<file path="src/hdl/encoder_speed_pi_frequency_control_unit_macros.svh">
// assertion macros for the encoder speed pi frequency control unit
`ifndef ENCODER_SPEED_PI_FREQUENCY_CONTROL_UNIT_MACROS_SVH
`define ENCODER_SPEED_PI_FREQUENCY_CONTROL_UNIT_MACROS_SVH

`ifndef SYNTHESIS
// checked outside reset
`define ESFC_ASSERT(lbl, prop, msg) \
	lbl: assert property (@(posedge clk) disable iff (!arst_n) (prop)) else $error(msg);
// checked at every edge, reset included
`define ESFC_ASSERT_ALWAYS(lbl, prop, msg) \
	lbl: assert property (@(posedge clk) (prop)) else $error(msg);
`else
`define ESFC_ASSERT(lbl, prop, msg)
`define ESFC_ASSERT_ALWAYS(lbl, prop, msg)
`endif

`endif

</file>
<file path="src/hdl/esfc_pkg.sv">
package esfc_pkg;

	localparam logic OP_TICK = 1'b0;
	localparam logic OP_CTRL = 1'b1;

	localparam logic [1:0] LEVEL_KEEP = 2'd3;

	typedef enum logic [2:0] {
		REG_MODE,
		REG_TGT_LOW,
		REG_TGT_MID,
		REG_TGT_HIGH,
		REG_FRQ_LOW,
		REG_FRQ_MID,
		REG_FRQ_HIGH
	} reg_idx_t;

	typedef struct packed {
		logic               opcode;
		logic signed [15:0] encoder_count;
		logic [1:0]         speed_level;
		logic               run_enable;
	} item_t;

	typedef struct packed {
		logic [15:0] drive_freq;
		logic [30:0] measured_speed;
	} result_t;

endpackage

</file>
<file path="src/hdl/esfc_stream_if.sv">
interface esfc_stream_if #(
	parameter type T = logic
) ();
	logic valid;
	logic ready;
	T     data;

	modport source (output valid, output data, input ready);
	modport sink (input valid, input data, output ready);
endinterface

</file>
<file path="src/hdl/encoder_speed_pi_frequency_control_unit.sv">
// Encoder speed measurement with a velocity-form PI loop on the drive frequency. Tick beats
// (opcode 0) carry an encoder reading and give no result; control beats (opcode 1) give one
// result with the new drive frequency and the latest window speed (Q16). A beat is taken
// every cycle while the output is not stalled and no window tick holds it off; a control
// result goes from the input register through stages 2 and 3 to the output register. The
// tick that closes a speed window holds the input off while it waits in the input register
// and during the reciprocal multiplication for the speed. Configuration writes go straight
// into the register file, each target as target/100 in Q16. Reset needs no clearing pass.
`include "encoder_speed_pi_frequency_control_unit_macros.svh"

module encoder_speed_pi_frequency_control_unit
	import esfc_pkg::*;
#(
	parameter int unsigned WINDOW_TICKS = 100,
	parameter int unsigned FREQ_MAX     = 5000,
	parameter int unsigned KP_GAIN      = 1400,
	parameter int unsigned KI_GAIN      = 20
) (
	input  logic              clk,
	input  logic              arst_n,
	esfc_stream_if.sink       item,
	esfc_stream_if.source     result,
	input  logic              cfg_we,
	input  logic [2:0]        cfg_index,
	input  logic [15:0]       cfg_data
);

	localparam logic [30:0] RECIP25 = 31'd1374389535;
	localparam logic signed [16:0] KP_S = 17'(KP_GAIN);
	localparam logic signed [16:0] KI_S = 17'(KI_GAIN);
	localparam logic signed [15:0] I_LIM = 16'sd16384;

	// speed: floor(mag * 0.52 * 65536 / window) as mag times a reciprocal scaled by 2^35
	localparam int unsigned SPD_DIV   = 25 * WINDOW_TICKS;
	localparam logic [63:0] SPD_RCP   = ((64'd13 << 51) + 64'(SPD_DIV) - 64'd1) / 64'(SPD_DIV);
	localparam logic [25:0] SPD_RCP_L = SPD_RCP[25:0];
	localparam logic [25:0] SPD_RCP_H = SPD_RCP[51:26];

	// configuration
	logic        mode_q;
	logic [25:0] tgt_tab_q [3];
	logic [15:0] frq_tab_q [3];

	logic [32:0] tgt_num;
	logic [61:0] tgt_prod;
	logic [25:0] tgt_calc;

	always_comb begin
		tgt_num  = {1'b0, cfg_data, 16'd0} + 33'd50;
		tgt_prod = 62'(tgt_num[32:2]) * 62'(RECIP25);
		tgt_calc = tgt_prod[60:35];
	end

	always_ff @(posedge clk or negedge arst_n) begin
		if (!arst_n) begin
			mode_q <= 1'b0;
			for (int i = 0; i < 3; i++) begin
				tgt_tab_q[i] <= '0;
				frq_tab_q[i] <= '0;
			end
		end else if (cfg_we) begin
			case (reg_idx_t'(cfg_index))
				REG_MODE:     mode_q       <= cfg_data[0];
				REG_TGT_LOW:  tgt_tab_q[0] <= tgt_calc;
				REG_TGT_MID:  tgt_tab_q[1] <= tgt_calc;
				REG_TGT_HIGH: tgt_tab_q[2] <= tgt_calc;
				REG_FRQ_LOW:  frq_tab_q[0] <= cfg_data;
				REG_FRQ_MID:  frq_tab_q[1] <= cfg_data;
				REG_FRQ_HIGH: frq_tab_q[2] <= cfg_data;
				default: begin
				end
			endcase
		end
	end

	// pipeline control
	logic  valid_s1, valid_s2, valid_s3;
	item_t item_s1;
	logic  advance;
	logic  accept;
	logic  win_end;
	logic  div_busy_q;
	logic  out_valid_q;
	result_t out_q;

	assign advance    = !(valid_s3 && out_valid_q && !result.ready);
	assign item.ready = advance && !div_busy_q &&
		!(valid_s1 && item_s1.opcode == OP_TICK && win_end);
	assign accept     = item.valid && item.ready;

	always_ff @(posedge clk or negedge arst_n) begin
		if (!arst_n) begin
			valid_s1 <= 1'b0;
		end else if (accept) begin
			valid_s1 <= 1'b1;
		end else if (advance) begin
			valid_s1 <= 1'b0;
		end
	end

	always_ff @(posedge clk) begin
		if (accept) begin
			item_s1 <= item.data;
		end
	end

	// encoder window
	logic [15:0] prev_enc_q;
	logic [6:0]  ticks_q;
	logic signed [22:0] wsum_q;
	logic [30:0] speed_q;

	logic signed [15:0] inc;
	logic signed [22:0] sum_nxt;
	logic [7:0]  tick_nxt;
	logic [22:0] mag;
	logic        tick_fire;

	always_comb begin
		inc       = $signed(prev_enc_q - item_s1.encoder_count);
		sum_nxt   = wsum_q + 23'(inc);
		tick_nxt  = {1'b0, ticks_q} + 8'd1;
		win_end   = tick_nxt >= 8'(WINDOW_TICKS);
		mag       = sum_nxt[22] ? 23'(-sum_nxt) : 23'(sum_nxt);
		tick_fire = valid_s1 && advance && item_s1.opcode == OP_TICK;
	end

	always_ff @(posedge clk or negedge arst_n) begin
		if (!arst_n) begin
			prev_enc_q <= '0;
			ticks_q    <= '0;
			wsum_q     <= '0;
		end else if (tick_fire) begin
			prev_enc_q <= item_s1.encoder_count;
			if (win_end) begin
				ticks_q <= '0;
				wsum_q  <= '0;
			end else begin
				ticks_q <= tick_nxt[6:0];
				wsum_q  <= sum_nxt;
			end
		end
	end

	// speed scaling: two partial products, then their sum
	logic [22:0] mag_q;
	logic [48:0] plo_q, phi_q;
	logic        cnt_q;
	logic [75:0] spd_sum;

	always_comb begin
		spd_sum = 76'({phi_q, 26'd0}) + 76'(plo_q);
	end

	always_ff @(posedge clk or negedge arst_n) begin
		if (!arst_n) begin
			div_busy_q <= 1'b0;
			cnt_q      <= 1'b0;
			speed_q    <= '0;
		end else if (div_busy_q) begin
			cnt_q <= 1'b1;
			if (cnt_q) begin
				div_busy_q <= 1'b0;
				speed_q    <= spd_sum[65:35];
			end
		end else if (tick_fire && win_end) begin
			div_busy_q <= 1'b1;
			cnt_q      <= 1'b0;
		end
	end

	always_ff @(posedge clk) begin
		if (div_busy_q) begin
			if (!cnt_q) begin
				plo_q <= 49'(mag_q) * 49'(SPD_RCP_L);
				phi_q <= 49'(mag_q) * 49'(SPD_RCP_H);
			end
		end else if (tick_fire && win_end) begin
			mag_q <= mag;
		end
	end

	// control step: error and integral
	logic [25:0] target_q;
	logic signed [31:0] err_q;
	logic signed [15:0] integral_q;

	logic        ctrl_fire;
	logic        level_ok;
	logic [25:0] tgt_new;
	logic signed [31:0] e;
	logic [31:0] ae;
	logic [15:0] ai;
	logic        e_small, hold, flip, done;
	logic signed [16:0] isum;
	logic signed [15:0] icl, i_used, i_store;
	logic        open_keep;
	logic [15:0] open_val;

	always_comb begin
		ctrl_fire = valid_s1 && advance && item_s1.opcode == OP_CTRL;
		level_ok  = item_s1.speed_level != LEVEL_KEEP;
		tgt_new   = level_ok ? tgt_tab_q[item_s1.speed_level] : target_q;
		if (!item_s1.run_enable) begin
			tgt_new = '0;
		end
		e       = $signed({6'd0, tgt_new}) - $signed({1'b0, speed_q});
		ae      = e[31] ? 32'(-e) : 32'(e);
		ai      = integral_q[15] ? 16'(-integral_q) : 16'(integral_q);
		e_small = ae <= 32'd16384;
		hold    = e_small && ai >= 16'd16384 &&
			((integral_q > 0 && e > 0) || (integral_q < 0 && e < 0));
		isum    = 17'(integral_q) + $signed(e[16:0]);
		if (isum >= 17'sd16384) begin
			icl = I_LIM;
		end else if (isum <= -17'sd16384) begin
			icl = -I_LIM;
		end else begin
			icl = isum[15:0];
		end
		flip    = (err_q > 0 && e < 0) || (err_q < 0 && e > 0);
		if (hold) begin
			i_used = integral_q;
		end else if (flip || !e_small) begin
			i_used = '0;
		end else begin
			i_used = icl;
		end
		done      = ae <= 32'd65;
		i_store   = done ? 16'sd0 : i_used;
		open_keep = item_s1.run_enable && !level_ok;
		open_val  = (item_s1.run_enable && level_ok) ? frq_tab_q[item_s1.speed_level] : 16'd0;
	end

	always_ff @(posedge clk or negedge arst_n) begin
		if (!arst_n) begin
			target_q   <= '0;
			err_q      <= '0;
			integral_q <= '0;
		end else if (ctrl_fire && mode_q) begin
			target_q   <= tgt_new;
			err_q      <= e;
			integral_q <= i_store;
		end
	end

	// stage 2: gain products
	logic               closed_s2, keep_s2;
	logic [15:0]        oval_s2;
	logic signed [31:0] e_s2;
	logic signed [15:0] i_s2;
	logic [30:0]        spd_s2;

	logic               closed_s3, keep_s3;
	logic [15:0]        oval_s3;
	logic signed [48:0] pkp_s3;
	logic signed [32:0] pki_s3;
	logic [30:0]        spd_s3;

	always_ff @(posedge clk or negedge arst_n) begin
		if (!arst_n) begin
			valid_s2 <= 1'b0;
			valid_s3 <= 1'b0;
		end else if (advance) begin
			valid_s2 <= valid_s1 && item_s1.opcode == OP_CTRL;
			valid_s3 <= valid_s2;
		end
	end

	always_ff @(posedge clk) begin
		if (advance) begin
			closed_s2 <= mode_q;
			keep_s2   <= open_keep;
			oval_s2   <= open_val;
			e_s2      <= e;
			i_s2      <= i_used;
			spd_s2    <= speed_q;

			closed_s3 <= closed_s2;
			keep_s3   <= keep_s2;
			oval_s3   <= oval_s2;
			pkp_s3    <= 49'(e_s2) * 49'(KP_S);
			pki_s3    <= 33'(i_s2) * 33'(KI_S);
			spd_s3    <= spd_s2;
		end
	end

	// stage 3: frequency update
	logic [15:0]        freq_q;
	logic signed [49:0] acc;
	logic [15:0]        freq_pi, freq_nxt;

	always_comb begin
		acc = $signed({18'd0, freq_q, 16'd0}) + 50'(pkp_s3) + 50'(pki_s3);
		if (acc[49]) begin
			freq_pi = '0;
		end else if (acc[48:16] > 33'(FREQ_MAX)) begin
			freq_pi = 16'(FREQ_MAX);
		end else begin
			freq_pi = acc[31:16];
		end
		if (closed_s3) begin
			freq_nxt = freq_pi;
		end else if (keep_s3) begin
			freq_nxt = freq_q;
		end else begin
			freq_nxt = oval_s3;
		end
	end

	always_ff @(posedge clk or negedge arst_n) begin
		if (!arst_n) begin
			freq_q      <= '0;
			out_valid_q <= 1'b0;
		end else if (valid_s3 && advance) begin
			freq_q      <= freq_nxt;
			out_valid_q <= 1'b1;
		end else if (result.ready) begin
			out_valid_q <= 1'b0;
		end
	end

	always_ff @(posedge clk) begin
		if (valid_s3 && advance) begin
			out_q.drive_freq     <= freq_nxt;
			out_q.measured_speed <= spd_s3;
		end
	end

	assign result.valid = out_valid_q;
	assign result.data  = out_q;

	`ESFC_ASSERT(a_no_take_while_div, item.ready |-> !div_busy_q, "beat taken while divider busy")
	`ESFC_ASSERT(a_freq_clamped, (valid_s3 && advance && closed_s3) |=> (freq_q <= 16'(FREQ_MAX)), "closed loop frequency above limit")
	`ESFC_ASSERT(a_out_hold, (out_valid_q && !result.ready) |=> (out_valid_q && $stable(out_q)), "pending result lost")
	`ESFC_ASSERT(a_int_bound, (integral_q <= I_LIM) && (integral_q >= -I_LIM), "integral out of range")

endmodule

</file>
<file path="src/flat_wrapper.sv">
// flat-port wrapper written by rule: the top's interface ports become plain ports
module encoder_speed_pi_frequency_control_unit_flat import esfc_pkg::*;
#(
	parameter int unsigned WINDOW_TICKS = 100,
	parameter int unsigned FREQ_MAX     = 5000,
	parameter int unsigned KP_GAIN      = 1400,
	parameter int unsigned KI_GAIN      = 20
)
  (clk, arst_n, cfg_we, cfg_index, cfg_data, item_valid, item_data, item_ready, result_valid, result_data, result_ready);
  esfc_stream_if #(.T(item_t)) item_i ();
  esfc_stream_if #(.T(result_t)) result_i ();
  input  logic clk;
  input  logic arst_n;
  input  logic cfg_we;
  input  logic [2:0] cfg_index;
  input  logic [15:0] cfg_data;
  input wire logic [$bits(item_i.valid)-1:0] item_valid;
  input wire logic [$bits(item_i.data)-1:0] item_data;
  output wire logic [$bits(item_i.ready)-1:0] item_ready;
  output wire logic [$bits(result_i.valid)-1:0] result_valid;
  output wire logic [$bits(result_i.data)-1:0] result_data;
  input wire logic [$bits(result_i.ready)-1:0] result_ready;
  assign item_i.valid = item_valid;
  assign item_i.data = item_data;
  assign item_ready = item_i.ready;
  assign result_valid = result_i.valid;
  assign result_data = result_i.data;
  assign result_i.ready = result_ready;
  encoder_speed_pi_frequency_control_unit #(.WINDOW_TICKS(WINDOW_TICKS), .FREQ_MAX(FREQ_MAX), .KP_GAIN(KP_GAIN), .KI_GAIN(KI_GAIN)) u_core (.clk(clk), .arst_n(arst_n), .item(item_i), .result(result_i), .cfg_we(cfg_we), .cfg_index(cfg_index), .cfg_data(cfg_data));
endmodule
</file>
<file path="config.mk">
export PLATFORM = sky130hd
export DESIGN_NAME = encoder_speed_pi_frequency_control_unit_flat
export DESIGN_NICKNAME = d
export VERILOG_FILES = /design/src/hdl/esfc_pkg.sv /design/src/hdl/esfc_stream_if.sv /design/src/hdl/encoder_speed_pi_frequency_control_unit.sv /design/src/flat_wrapper.sv
export VERILOG_INCLUDE_DIRS = /design/src /design/src/hdl
export SDC_FILE = /design/constraint.sdc
export NUM_CORES = 2
export LEC_CHECK = 0
export ABC_CLOCK_PERIOD_IN_PS = 10610
export BUFFER_PORTS_ARGS = -buffer_cell sky130_fd_sc_hd__buf_2
export CAP_MARGIN = 20
export CORE_MARGIN = 10
export CORE_UTILIZATION = 40
export DETAILED_ROUTE_END_ITERATION = 6
export MAX_ROUTING_LAYER = met4
export PLACE_DENSITY = 0.52
export SLEW_MARGIN = 20
export SYNTH_ARGS = -nofsm -noshare
export SYNTH_HDL_FRONTEND = slang
export SYNTH_SLANG_ARGS = --single-unit
</file>
<file path="constraint.sdc">
create_clock -name clk -period 10.61 [get_ports clk]
set_clock_uncertainty 0.15 [all_clocks]
set_input_delay 1.061 -clock clk [delete_from_list [all_inputs] [get_ports clk]]
set_output_delay 1.061 -clock clk [all_outputs]
set_load 0.01 [all_outputs]
</file>
==> flow_metrics.py <==
metrics = {
    "outcome": {
        "status": "finished, final reports clean",
    },
    "floorplanning": {
        "die_y_um": 413,
        "initial_util_pct": 40.2,
        "floorplan.die_area_mm2": 0.170,
        "core_mm2": 0.154,
        "floorplan.rows": 144,
        "ioPinCount": 93,
        "die_w_um": 413,
    },
    "grt": {
        "grt_pass1_wl_mm": 258,
        "vias_in_the_first_global_route": 42600,
        "grt_max_degree": 148,
        "gr-total-overflow": 0,
        "antenna_found_initial": 3,
        "gr-usage-all-layers_pct": 20.2,
    },
    "route": {
        "routed-via-count": 40300,
        "dr.first_iter.drc_count": 1939,
        "drc": 0,
        "drt_pre_antenna_iters": 5,
        "wl_per_cell_um": 20.7,
        "route.final.wire_length_mm": 163,
        "route.detailed.vias_per_inst": 5.10,
        "route.antenna.remaining_nets": 0,
    },
    "sta": {
        "rsz0062_at_grt": "no",
        "slew_headroom_pct": 24.0,
        "setup_total_negative_slack_ns": 0,
        "slew_viol_final": 0,
        "final.min_clock_period_ns": 9.03,
        "hold_viol": 0,
        "hold_ws_ns": 0.225,
        "timing.final.crit_share_pct": 85.1,
        "worst-slew-pin-transition_ns": 1.14,
        "achievable_freq_ghz": 0.111,
        "final-setup-viol-count": 0,
    },
    "synthesis": {
        "predominant_post_synthesis_flop_cell": "sky130_fd_sc_hd__edfxtp_1",
        "synth.cell_area_mm2": 0.0617,
        "number_of_enable_type_register_cells_in_the_synthesized_netlist": 355,
        "synthesis.nets": 7271,
        "total_of_warnings_raised_by_yosys": 0,
        "synth-seq-area-share_pct": 29.4,
        "number_of_distinct_library_cells_after_synthesis": 89,
        "ys_async_rst_share_pct": 45.8,
        "number_of_cells_produced_by_synthesis": 5669,
        "ys_seq_elements": 655,
        "synth.avg_cell_area_um2": 10.9,
    },
    "cts": {
        "postCtsSetupBuffers": 0,
        "number_of_buffers_created_by_cts": 81,
        "clock_tree.buffer_depth": 3,
        "cts_tree": "yes",
        "cts-root-buf": "sky130_fd_sc_hd__clkbuf_16",
        "post_cts_resized": 0,
        "numClockSinks": 655,
        "clk_pin_slew_worst_paths_ns": 0.06,
        "worst_skew_pair.late_latency_ns": 0.71,
        "cts.hold.buffers_added": 0,
        "depth_of_the_cts_h_tree": 3,
    },
    "critical_path": {
        "crit-reg2reg-launch": "u_core.mag_q[17]",
        "start_kind": "flop",
        "worstPathArrival_ns": 9.30,
        "crit_type": "reg2reg",
        "ff2ff_setup_slack_ns": 1.58,
        "crit_path_start": "u_core.mag_q[17]",
        "required_time_worst_endpoint_ns": 10.88,
        "critical_path.max_fanout": 12,
        "critPathCaptureType": "flop",
    },
    "place": {
        "place_congestion": 0.937,
        "place.port_buffers": 92,
        "post_place_instance_area_mm2": 0.0647,
        "dp.final_hpwl_mm": 134,
    },
    "job": {
        "drv_cap": 0,
    },
    "cells_and_area": {
        "utilization_pct": 44.0,
        "stdcell_area_mm2": 0.0676,
        "layout-area-overhead-vs-synth_pct": 9.52,
        "nFillCells": 14600,
        "layout-drive-gt1-share_pct": 7.34,
        "number_of_nets_in_the_layout": 7389,
    },
    "min_path": {
        "hold_path_class": "in2async",
    },
}
## placed cells by master, fill, tap and decap left out, types with 19 or more instances in the layout
cell and count:
sky130_fd_sc_hd__a211oi_1 25, sky130_fd_sc_hd__a21o_1 100, sky130_fd_sc_hd__a21oi_1 209, sky130_fd_sc_hd__a22o_1 24, sky130_fd_sc_hd__a31oi_1 27, sky130_fd_sc_hd__and2_1 59, sky130_fd_sc_hd__and3_1 32, sky130_fd_sc_hd__buf_2 91
sky130_fd_sc_hd__buf_4 41, sky130_fd_sc_hd__clkbuf_16 84, sky130_fd_sc_hd__dfrtp_1 300, sky130_fd_sc_hd__edfxtp_1 355, sky130_fd_sc_hd__fa_1 639, sky130_fd_sc_hd__ha_1 919, sky130_fd_sc_hd__inv_1 1008, sky130_fd_sc_hd__mux2_2 68
sky130_fd_sc_hd__mux2i_1 35, sky130_fd_sc_hd__mux4_2 26, sky130_fd_sc_hd__nand2_1 359, sky130_fd_sc_hd__nand2b_1 26, sky130_fd_sc_hd__nand3_1 65, sky130_fd_sc_hd__nand4_1 29, sky130_fd_sc_hd__nor2_1 168, sky130_fd_sc_hd__nor2b_1 40
sky130_fd_sc_hd__nor3_1 67, sky130_fd_sc_hd__nor4_1 27, sky130_fd_sc_hd__o21a_1 44, sky130_fd_sc_hd__o21ai_0 314, sky130_fd_sc_hd__o21bai_1 29, sky130_fd_sc_hd__o31ai_1 24, sky130_fd_sc_hd__or2_2 19, sky130_fd_sc_hd__or3_1 19
sky130_fd_sc_hd__xnor2_1 176, sky130_fd_sc_hd__xor2_1 95
## layout make-up
class,count,area (um^2),area share (%)
well taps,2044,2560,3.78
repair buffers,135,818,1.21
clock inverters,49,579,0.857
inverters,1011,3800,5.63
diodes,2,5.00,0.00741
flip-flops and latches,655,18200,26.9
clock buffers,102,2240,3.31
multi-input cells,3903,39400,58.3
## synthesized netlist by cell type (all sizes together) (24+ instances only)
library cell	number	area, um^2
mux4	26	586
nand3	67	335
o21a	44	330
clkbuf	84	315
nand4	30	194
a31oi	28	181
and3	32	200
a21o	100	751
nor2b	41	257
nand2b	26	163
xnor2	179	1590
xor2	95	832
o31ai	25	188
mux2	68	766
dfrtp	300	7510
o21bai	29	218
a211oi	25	188
mux2i	35	350
fa	639	12800
nor3	68	345
a21oi	209	1050
nor4	28	190
ha	919	11500
and2	62	388
nor2	168	631
edfxtp	355	10700
o21ai	319	1600
a22o	24	210
inv	1011	3790
nand2	360	1350
## metal layers
layer / GRT usage [%] / vias to the layer above / share of wire [%]
met4: 4.09 / 0 / 2.1
met1: 26.4 / 20100 / 45
met3: 2.34 / 167 / 3.2
met2: 33.9 / 565 / 49
li1: - / 19500 / -
met5: - / - / 0
## final timing paths
path / endpoint / cells past startpoint
worst max register to register: u_core.plo_q[44] / 24
worst min register to register: u_core.result.data[11] / 0
max in group asynchronous: u_core.prev_enc_q[12] / 3
worst min-delay path: u_core.freq_q[13] / 1
worst max-delay path: u_core.plo_q[44] / 24
min in group clk: u_core.result.data[11] / 0
## metrics by stage
| stage | worst slack (ns) | cells |
|---|---|---|
| 4_1_cts | 1.62 | 7899 |
| 2_1_floorplan | 2.82 | 5669 |
| 3_3_place_gp | 1.28 | 7747 |
| 3_5_place_dp | 1.50 | 7748 |
| 6_report | 1.58 | 7901 |
| 5_1_grt | 1.07 | 7899 |
## flip-flops by register name, indices dropped and copies added (netlist names), 16 cells and up
register / count
u_core.item_s1: 20
u_core.pki_s3: 19
u_core.err_q: 32
u_core.e_s2: 32
u_core.plo_q: 21
u_core.freq_q: 16
u_core.integral_q: 16
u_core.oval_s2: 16
u_core.oval_s3: 16
u_core.frq_tab_q: 48
u_core.result.data: 47
u_core.spd_s2: 31
u_core.tgt_tab_q: 78
u_core.wsum_q: 23
u_core.prev_enc_q: 16
u_core.phi_q: 38
u_core.spd_s3: 31
u_core.pkp_s3: 41
u_core.i_s2: 16
u_core.mag_q: 23
u_core.target_q: 26
u_core.speed_q: 31
## cells by family (layout without fill, tap and decap cells)
group	count (synthesis)	count (layout)	synth area share, %
other	0	2	0
and+or+nand+nor	970	970	7.65
adders and majority gates	1558	1558	39.4
xor gates and xnor gates	274	274	3.93
DFF	655	655	29.4
AOI/OAI and AO/OA	972	972	10.1
buffers and inverters	1111	1297	6.78
muxes	129	129	2.76
## critical path, stage by stage, from the launching register on
cell,delay [ns]
sky130_fd_sc_hd__edfxtp_1,0.87
sky130_fd_sc_hd__fa_1,0.59
sky130_fd_sc_hd__fa_1,0.51
sky130_fd_sc_hd__fa_1,0.51
sky130_fd_sc_hd__inv_1,0.06
sky130_fd_sc_hd__fa_1,0.50
sky130_fd_sc_hd__inv_1,0.05
sky130_fd_sc_hd__fa_1,0.46
sky130_fd_sc_hd__fa_1,0.58
sky130_fd_sc_hd__fa_1,0.46
sky130_fd_sc_hd__ha_1,0.36
sky130_fd_sc_hd__a211o_1,0.27
sky130_fd_sc_hd__a21oi_1,0.17
sky130_fd_sc_hd__o211ai_1,0.14
sky130_fd_sc_hd__a211oi_1,0.20
sky130_fd_sc_hd__a21oi_1,0.18
sky130_fd_sc_hd__a2111oi_2,0.75
sky130_fd_sc_hd__o21ai_0,0.19
sky130_fd_sc_hd__a31oi_1,0.38
sky130_fd_sc_hd__o21ai_0,0.12
sky130_fd_sc_hd__and2_1,0.18
sky130_fd_sc_hd__o41ai_1,0.57
sky130_fd_sc_hd__o2111ai_1,0.21
sky130_fd_sc_hd__a21oi_1,0.20
sky130_fd_sc_hd__xor2_1,0.08
Power is left out: the tool's default activity adds up to more than one toggle a clock period on the data nets, which glitch-free logic cannot reach.
